File: src/tbhr_pkg.sv
// Shared types, codes and constants for the two-button hold/reset controller.
// No dependencies; the interfaces, channel and top level refer to it by scope, and the bench imports it.
package tbhr_pkg;

    localparam int COUNT_WIDTH = 16;
    localparam int CFG_WIDTH   = 16;
    localparam int CMD_WIDTH   = 2;
    localparam int NUM_BUTTONS = 2;

    localparam logic [CFG_WIDTH-1:0] HOLD_TIME_RESET     = 16'd3000;
    localparam logic [CFG_WIDTH-1:0] CANCEL_WINDOW_RESET = 16'd3000;

    typedef enum logic [1:0] {
        MODE_IDLE    = 2'd0,
        MODE_PENDING = 2'd1,
        MODE_ARMED   = 2'd2
    } mode_t;

    typedef enum logic [CMD_WIDTH-1:0] {
        CMD_TICK    = 2'd0,
        CMD_PRESS   = 2'd1,
        CMD_RELEASE = 2'd2
    } cmd_t;

    typedef enum logic {
        REG_HOLD_TIME     = 1'b0,
        REG_CANCEL_WINDOW = 1'b1
    } reg_index_t;

    typedef struct packed {
        logic step;
        logic tick;
        logic press_evt;
        logic release_evt;
    } chan_event_t;

    typedef struct packed {
        logic short_press;
        logic fire;
        logic cancelled;
        logic armed;
    } chan_result_t;

    function automatic logic [COUNT_WIDTH-1:0] load_count(input logic [CFG_WIDTH-1:0] v);
        logic [COUNT_WIDTH+CFG_WIDTH-1:0] ext;
        ext = {{COUNT_WIDTH{1'b0}}, v};
        return ext[COUNT_WIDTH-1:0];
    endfunction

endpackage

File: src/tbhr_if.sv
// Valid/ready channel interfaces: request, result and register write.
// Depends on tbhr_pkg for field widths.
interface tbhr_req_if;
    logic                           valid;
    logic                           ready;
    logic [tbhr_pkg::CMD_WIDTH-1:0] cmd;
    logic                           button;

    modport source (output valid, output cmd, output button, input ready);
    modport sink   (input valid, input cmd, input button, output ready);
endinterface

interface tbhr_rsp_if;
    logic       valid;
    logic       ready;
    logic       confirm_pulse;
    logic       reject_pulse;
    logic       factory_reset_fire;
    logic       commission_reset_fire;
    logic [1:0] cancelled_flags;
    logic [1:0] armed_flags;

    modport source (output valid, output confirm_pulse, output reject_pulse,
                    output factory_reset_fire, output commission_reset_fire,
                    output cancelled_flags, output armed_flags, input ready);
    modport sink   (input valid, input confirm_pulse, input reject_pulse,
                    input factory_reset_fire, input commission_reset_fire,
                    input cancelled_flags, input armed_flags, output ready);
endinterface

interface tbhr_cfg_if;
    logic                           valid;
    logic                           ready;
    logic                           index;
    logic [tbhr_pkg::CFG_WIDTH-1:0] data;

    modport source (output valid, output index, output data, input ready);
    modport sink   (input valid, input index, input data, output ready);
endinterface

File: src/tbhr_channel.sv
// One button channel: mode state machine and hold/cancel down counter.
// Depends on tbhr_pkg for mode codes, event/result structs and load_count.
module tbhr_channel (
    input  logic                                clk,
    input  logic                                rst_n,
    input  tbhr_pkg::chan_event_t               ev,
    input  logic [tbhr_pkg::CFG_WIDTH-1:0]      hold_time,
    input  logic [tbhr_pkg::CFG_WIDTH-1:0]      cancel_window,
    output tbhr_pkg::chan_result_t              res
);

    tbhr_pkg::mode_t                     mode_reg;
    tbhr_pkg::mode_t                     mode_next;
    logic [tbhr_pkg::COUNT_WIDTH-1:0]    count_reg;
    logic [tbhr_pkg::COUNT_WIDTH-1:0]    count_next;
    logic                                expired;

    assign expired = (count_reg <= tbhr_pkg::COUNT_WIDTH'(1));

    always_ff @(posedge clk or negedge rst_n)
    begin
        if (!rst_n)
        begin
            mode_reg  <= tbhr_pkg::MODE_IDLE;
            count_reg <= '0;
        end
        else
        begin
            mode_reg  <= mode_next;
            count_reg <= count_next;
        end
    end

    always_comb
    begin
        mode_next  = mode_reg;
        count_next = count_reg;
        if (ev.step)
        begin
            unique case (mode_reg)
                tbhr_pkg::MODE_PENDING:
                begin
                    if (ev.tick)
                    begin
                        if (expired)
                        begin
                            mode_next  = tbhr_pkg::MODE_ARMED;
                            count_next = tbhr_pkg::load_count(cancel_window);
                        end
                        else
                        begin
                            count_next = count_reg - tbhr_pkg::COUNT_WIDTH'(1);
                        end
                    end
                    else if (ev.release_evt)
                    begin
                        mode_next  = tbhr_pkg::MODE_IDLE;
                        count_next = '0;
                    end
                end
                tbhr_pkg::MODE_ARMED:
                begin
                    if (ev.tick)
                    begin
                        if (expired)
                        begin
                            mode_next  = tbhr_pkg::MODE_IDLE;
                            count_next = '0;
                        end
                        else
                        begin
                            count_next = count_reg - tbhr_pkg::COUNT_WIDTH'(1);
                        end
                    end
                    else if (ev.release_evt)
                    begin
                        mode_next  = tbhr_pkg::MODE_IDLE;
                        count_next = '0;
                    end
                end
                default:
                begin
                    if (ev.press_evt)
                    begin
                        mode_next  = tbhr_pkg::MODE_PENDING;
                        count_next = tbhr_pkg::load_count(hold_time);
                    end
                end
            endcase
        end
    end

    always_comb
    begin
        res.short_press = (mode_reg == tbhr_pkg::MODE_PENDING) && ev.release_evt;
        res.fire        = (mode_reg == tbhr_pkg::MODE_ARMED) && ev.tick && expired;
        res.cancelled   = (mode_reg == tbhr_pkg::MODE_ARMED) && ev.release_evt;
        res.armed       = (mode_next == tbhr_pkg::MODE_ARMED);
    end

endmodule

File: src/two_button_hold_reset_controller_top.sv
// Top level of the two-button hold/reset controller: request and result
// registers, register file and two button channels. Depends on tbhr_pkg,
// tbhr_if and tbhr_channel.
//
// Usage:
//   req  - one request per item: cmd (tick, press, release) and button.
//   rsp  - exactly one result per request: short-press pulses, reset fires,
//          cancelled flags and the armed flags after the request.
//   cfg  - register writes, index 0 hold_time, index 1 cancel_window; always
//          ready. Write only while no request is in flight.
// The request register loads at the accept edge, and the channel update then
// loads the result register, so each result passes through both registers
// before it can be accepted. Throughput is one request per cycle while the
// result is not stalled; both channels update in the single combinational
// pass between the two registers.
// Reset puts both channels idle with zero counters, loads 3000 into both
// registers and empties both pipeline registers.
// A stalled result holds the result register; the request register then
// holds too, and req.ready drops once both are full.
module two_button_hold_reset_controller_top (
    input  logic  clk,
    input  logic  rst_n,
    tbhr_req_if.sink   req,
    tbhr_rsp_if.source rsp,
    tbhr_cfg_if.sink   cfg
);

    logic                               req_valid_reg;
    logic [tbhr_pkg::CMD_WIDTH-1:0]     cmd_reg;
    logic                               button_reg;
    logic [tbhr_pkg::CFG_WIDTH-1:0]     hold_time_reg;
    logic [tbhr_pkg::CFG_WIDTH-1:0]     cancel_window_reg;
    logic                               rsp_valid_reg;
    logic                               confirm_reg;
    logic                               reject_reg;
    logic                               factory_reg;
    logic                               commission_reg;
    logic [1:0]                         cancelled_reg;
    logic [1:0]                         armed_reg;
    logic                               advance;
    tbhr_pkg::chan_event_t              ev [tbhr_pkg::NUM_BUTTONS];
    tbhr_pkg::chan_result_t             res [tbhr_pkg::NUM_BUTTONS];

    assign advance   = req_valid_reg && (!rsp_valid_reg || rsp.ready);
    assign req.ready = !req_valid_reg || advance;
    assign cfg.ready = 1'b1;

    always_ff @(posedge clk or negedge rst_n)
    begin
        if (!rst_n)
        begin
            hold_time_reg     <= tbhr_pkg::HOLD_TIME_RESET;
            cancel_window_reg <= tbhr_pkg::CANCEL_WINDOW_RESET;
        end
        else if (cfg.valid)
        begin
            unique case (cfg.index)
                tbhr_pkg::REG_HOLD_TIME:     hold_time_reg     <= cfg.data;
                tbhr_pkg::REG_CANCEL_WINDOW: cancel_window_reg <= cfg.data;
                default:                     hold_time_reg     <= hold_time_reg;
            endcase
        end
    end

    always_ff @(posedge clk or negedge rst_n)
    begin
        if (!rst_n)
        begin
            req_valid_reg <= 1'b0;
        end
        else if (req.ready)
        begin
            req_valid_reg <= req.valid;
        end
    end

    always_ff @(posedge clk)
    begin
        if (req.valid && req.ready)
        begin
            cmd_reg    <= req.cmd;
            button_reg <= req.button;
        end
    end

    for (genvar i = 0; i < tbhr_pkg::NUM_BUTTONS; i++)
    begin : g_chan
        always_comb
        begin
            ev[i].step        = advance;
            ev[i].tick        = advance && (cmd_reg == tbhr_pkg::CMD_TICK);
            ev[i].press_evt   = advance && (cmd_reg == tbhr_pkg::CMD_PRESS)
                                && (button_reg == 1'(i));
            ev[i].release_evt = advance && (cmd_reg == tbhr_pkg::CMD_RELEASE)
                                && (button_reg == 1'(i));
        end

        tbhr_channel u_chan (
            .clk           (clk),
            .rst_n         (rst_n),
            .ev            (ev[i]),
            .hold_time     (hold_time_reg),
            .cancel_window (cancel_window_reg),
            .res           (res[i])
        );
    end

    always_ff @(posedge clk or negedge rst_n)
    begin
        if (!rst_n)
        begin
            rsp_valid_reg <= 1'b0;
        end
        else if (advance)
        begin
            rsp_valid_reg <= 1'b1;
        end
        else if (rsp.ready)
        begin
            rsp_valid_reg <= 1'b0;
        end
    end

    always_ff @(posedge clk)
    begin
        if (advance)
        begin
            confirm_reg    <= res[0].short_press;
            reject_reg     <= res[1].short_press;
            factory_reg    <= res[0].fire;
            commission_reg <= res[1].fire;
            cancelled_reg  <= {res[1].cancelled, res[0].cancelled};
            armed_reg      <= {res[1].armed, res[0].armed};
        end
    end

    assign rsp.valid                 = rsp_valid_reg;
    assign rsp.confirm_pulse         = confirm_reg;
    assign rsp.reject_pulse          = reject_reg;
    assign rsp.factory_reset_fire    = factory_reg;
    assign rsp.commission_reset_fire = commission_reg;
    assign rsp.cancelled_flags       = cancelled_reg;
    assign rsp.armed_flags           = armed_reg;

endmodule

File: src/flat_wrapper.sv
// flat-port wrapper written by rule: the top's interface ports become plain ports
module two_button_hold_reset_controller_top_flat 
  (clk, rst_n, req_valid, req_cmd, req_button, req_ready, rsp_valid, rsp_confirm_pulse, rsp_reject_pulse, rsp_factory_reset_fire, rsp_commission_reset_fire, rsp_cancelled_flags, rsp_armed_flags, rsp_ready, cfg_valid, cfg_index, cfg_data, cfg_ready);
  tbhr_req_if req_i ();
  tbhr_rsp_if rsp_i ();
  tbhr_cfg_if cfg_i ();
  input  logic clk;
  input  logic rst_n;
  input wire logic [$bits(req_i.valid)-1:0] req_valid;
  input wire logic [$bits(req_i.cmd)-1:0] req_cmd;
  input wire logic [$bits(req_i.button)-1:0] req_button;
  output wire logic [$bits(req_i.ready)-1:0] req_ready;
  output wire logic [$bits(rsp_i.valid)-1:0] rsp_valid;
  output wire logic [$bits(rsp_i.confirm_pulse)-1:0] rsp_confirm_pulse;
  output wire logic [$bits(rsp_i.reject_pulse)-1:0] rsp_reject_pulse;
  output wire logic [$bits(rsp_i.factory_reset_fire)-1:0] rsp_factory_reset_fire;
  output wire logic [$bits(rsp_i.commission_reset_fire)-1:0] rsp_commission_reset_fire;
  output wire logic [$bits(rsp_i.cancelled_flags)-1:0] rsp_cancelled_flags;
  output wire logic [$bits(rsp_i.armed_flags)-1:0] rsp_armed_flags;
  input wire logic [$bits(rsp_i.ready)-1:0] rsp_ready;
  input wire logic [$bits(cfg_i.valid)-1:0] cfg_valid;
  input wire logic [$bits(cfg_i.index)-1:0] cfg_index;
  input wire logic [$bits(cfg_i.data)-1:0] cfg_data;
  output wire logic [$bits(cfg_i.ready)-1:0] cfg_ready;
  assign req_i.valid = req_valid;
  assign req_i.cmd = req_cmd;
  assign req_i.button = req_button;
  assign req_ready = req_i.ready;
  assign rsp_valid = rsp_i.valid;
  assign rsp_confirm_pulse = rsp_i.confirm_pulse;
  assign rsp_reject_pulse = rsp_i.reject_pulse;
  assign rsp_factory_reset_fire = rsp_i.factory_reset_fire;
  assign rsp_commission_reset_fire = rsp_i.commission_reset_fire;
  assign rsp_cancelled_flags = rsp_i.cancelled_flags;
  assign rsp_armed_flags = rsp_i.armed_flags;
  assign rsp_i.ready = rsp_ready;
  assign cfg_i.valid = cfg_valid;
  assign cfg_i.index = cfg_index;
  assign cfg_i.data = cfg_data;
  assign cfg_ready = cfg_i.ready;
  two_button_hold_reset_controller_top u_core (.clk(clk), .rst_n(rst_n), .req(req_i), .rsp(rsp_i), .cfg(cfg_i));
endmodule
File: config.mk
export PLATFORM = sky130hd
export DESIGN_NAME = two_button_hold_reset_controller_top_flat
export DESIGN_NICKNAME = d
export VERILOG_FILES = /design/src/tbhr_pkg.sv /design/src/tbhr_if.sv /design/src/tbhr_channel.sv /design/src/two_button_hold_reset_controller_top.sv /design/src/flat_wrapper.sv
export SDC_FILE = /design/constraint.sdc
export NUM_CORES = 1
export LEC_CHECK = 0
export BUFFER_PORTS_ARGS = -buffer_cell sky130_fd_sc_hd__buf_2
export CAP_MARGIN = 20
export CELL_PAD_IN_SITES_DETAIL_PLACEMENT = 0
export CELL_PAD_IN_SITES_GLOBAL_PLACEMENT = 1
export CORE_ASPECT_RATIO = 0.6
export CORE_MARGIN = 3
export CORE_UTILIZATION = 37
export DETAILED_ROUTE_END_ITERATION = 10
export PLACE_DENSITY = 0.71
export SYNTH_ARGS = -nofsm -noshare
export SYNTH_HDL_FRONTEND = slang
export SYNTH_SLANG_ARGS = --single-unit
File: constraint.sdc
create_clock -name clk -period 2.45 [get_ports clk]
set_input_delay 0.245 -clock clk [delete_from_list [all_inputs] [get_ports clk]]
set_output_delay 0.245 -clock clk [all_outputs]
set_load 0.03 [all_outputs]
==> out/metrics.yaml <==
status: "complete, no violations"
clockBufferDepth: 2
grt.busiest_layer: "met1"
drc: 0
synth_cells: 463
place_ws_ns: 0.100
gr-usage-met2: 0.281
cts_root_buffer: "clkbuf_16"
fin_crit_ns: 2.35
firstDrtPassIters: 5
tightest_slew_ns: 0.758
fin_setup_tns_ns: 0
synth.area.top_cells: "dfrtp_1 30%, dfstp_2 7.9%, mux2_2 7.7%"
vias_per_cell: 5.78
rsz0062_at_grt: "no"
multi_input_area_mm2: 0.00243
p_per_area_mw_per_mm2: 1140
regArea_mm2: 0.00210
final.setup_skew_ns: 0.00716
slew_headroom: 0.493
worstSetupEndpointType: "flop"
syn2layout_area_growth_pct: 20.6
final_cell_mix: "56 x dfrtp_1, 46 x buf_4, 36 x nand2_1"
hold_viol_final: 0
whs_ns: 0.0827
ant_nets: 0
grt_max_degree: 50
synth.distinct_cells: 76
rr_worst_depth: 6
min_path_cells: 1
h-tree-depth: 3
finalCritPeriodShare: 0.958
ys_seq_area_frac: 0.450
wl_um: 14200
cp.required_ns: 2.54
drive_above_1_share: 0.311
ys_ff_latch: 81
initialDrtViolationCount: 413
clock_sinks: 81
first_global_vias: 3824
path_class: "reg2reg"
grt_usage: 0.208
final_nets: 565
fillerInstances: 1171
synth_top_area_frac: 0.300
min_from: "req_button"
finalMaxSlewViolations: 0
min_to: "u_core.button_reg"
synth_nets: 496
worstReg2RegEnd: "u_core.rsp.armed_flags[0]"
crit_fanout: 6
leakagePower_nw: 2.29
r2r_start: "u_core.g_chan[0].u_chan.count_reg[6]"
grt_util_met1: 0.336
post_cts_buffers: 0
row_count: 31
overflow: 0
yosys.area.top_type: "dfrtp_1"
clock_latency_ns: 0.34
ys_warn_count: 0
gp_congestion: 0.966
start_kind: "flop"
cts_buffers: 9
synth_edf_count: 11
die_x_um: 151
drv_cap: 0
largest_register_ffs: 32
cts_tree: "built"
hpwl_um: 10600
syn-cell-area_mm2: 0.00467
fin_ws_ns: 0.102
grt_pass1_wl_um: 21900
arrival_ns: 2.43
num_vias: 4056
async_reset_ff_frac: 0.864
fmax_mhz: 426
wl_per_cell_um: 20.2
syn_avg_cell_area_um2: 10.1
ir_drop_mv: 0.407
final_common_cell: "dfrtp_1"
setup-violations-final: 0
pin_count: 36
antenna_found_initial: 0
start_util: 0.384
core_mm2: 0.0122
hold_class: "in2reg"
synth_ff_type: "dfrtp_1"
die_area_mm2: 0.0141
diodes: 0
die_h_um: 93.0
r2r_slack_ns: 0.10
path_clk_slew_ns: 0.06
gr-usage-met3: 0.0436
numPortBuffers: 34
-- cell usage after synthesis (3+ instances only) --
cell,count
o31ai_1,5
a221o_1,7
nor3_1,18
xnor2_1,6
or3_1,3
a22oi_1,13
nor4_1,8
o21a_1,4
o21ai_0,25
ha_1,8
mux2_2,32
inv_1,10
edfxtp_1,11
or3b_2,3
clkbuf_1,16
mux2i_1,3
o22ai_1,6
nand3_1,14
xor2_1,5
dfrtp_1,56
nand2_1,36
nor2_1,28
a211oi_1,8
dfstp_2,14
nand3b_1,3
a21oi_1,31
nor2b_1,4
a31oi_1,6
buf_2,5
and2_1,6
and3_1,5
a311oi_1,3
nor3b_1,3
o21ai_1,3
-- per-stage QoR --
| stage | utilization | power [W] | instance area, um^2 | instances |
|---|---|---|---|---|
| 6_report | 0.462 | 0.00643 | 5630 | 702 |
| 3_3_place_gp | 0.437 | 0.00499 | 5320 | 685 |
| 5_1_grt | 0.462 | 0.00685 | 5630 | 702 |
| 4_1_cts | 0.461 | 0.00639 | 5620 | 702 |
| 3_5_place_dp | 0.437 | 0.00503 | 5320 | 685 |
| 2_1_floorplan | - | 0.00402 | 4670 | 463 |
-- power by group --
part / switching, W / internal (W)
combinational: 0.00161 / 0.00127
clock: 0.000546 / 0.000788
sequential: 0.000458 / 0.00175
-- how the worst max path moves through the flow --
stage / from / to / slack [ns] / cells past startpoint
floorplan: u_core.rsp.valid / u_core.g_chan[1].u_chan.count_reg[10] / 0.11 / 6
global placement: u_core.g_chan[0].u_chan.count_reg[6] / u_core.rsp.armed_flags[0] / 0.12 / 6
detailed placement: u_core.g_chan[0].u_chan.count_reg[6] / u_core.rsp.armed_flags[0] / 0.10 / 6
CTS: u_core.g_chan[0].u_chan.count_reg[6] / u_core.rsp.armed_flags[0] / 0.1 / 6
global route: u_core.g_chan[0].u_chan.count_reg[6] / u_core.rsp.armed_flags[0] / 0.02 / 6
finish: u_core.g_chan[0].u_chan.count_reg[6] / u_core.rsp.armed_flags[0] / 0.10 / 6
-- worst max-delay path: stages, from the launching register on --
cell and delay [ns]:
dfrtp_1 0.38, or4_4 0.57, or2_1 0.37, nor3_4 0.22
mux2i_1 0.09, a311o_1 0.33, nor2b_1 0.13
-- cell families (layout without fill, tap and decap cells) --
kind of cell,Yosys count,count (layout),synth area share
AND/OR/NAND/NOR,153,153,0.180
AO/OA/AOI/OAI,138,138,0.209
flip-flops,81,81,0.450
buffers and inverters,36,110,0.0348
multiplexers,35,35,0.0836
XOR/XNOR,11,11,0.0206
adder cells (fa/ha/maj),8,8,0.0214
other,1,1,0.000803
-- per-layer routing --
metal  vias up  share of wire
li1       1884              -
met1      1988           0.51
met2       169           0.40
met3        15          0.082
met4         0          0.010
met5         -              0
-- timing repair --
item | 4_1_cts | 5_1_grt
hold buffers | 1 | 0
gates resized for setup | 0 | 2
endpoints found under the hold margin | 19 | 0
setup endpoints to repair | 0 | 3
-- layout make-up --
cell class,instances,area share
clock inverter,5,0.0100
inverter,11,0.00733
multi-input combinational,346,0.431
sequential,81,0.373
timing repair buffer,83,0.100
clock buffer,11,0.0413
tap,165,0.0367
(Power assumes the default switching activity.)
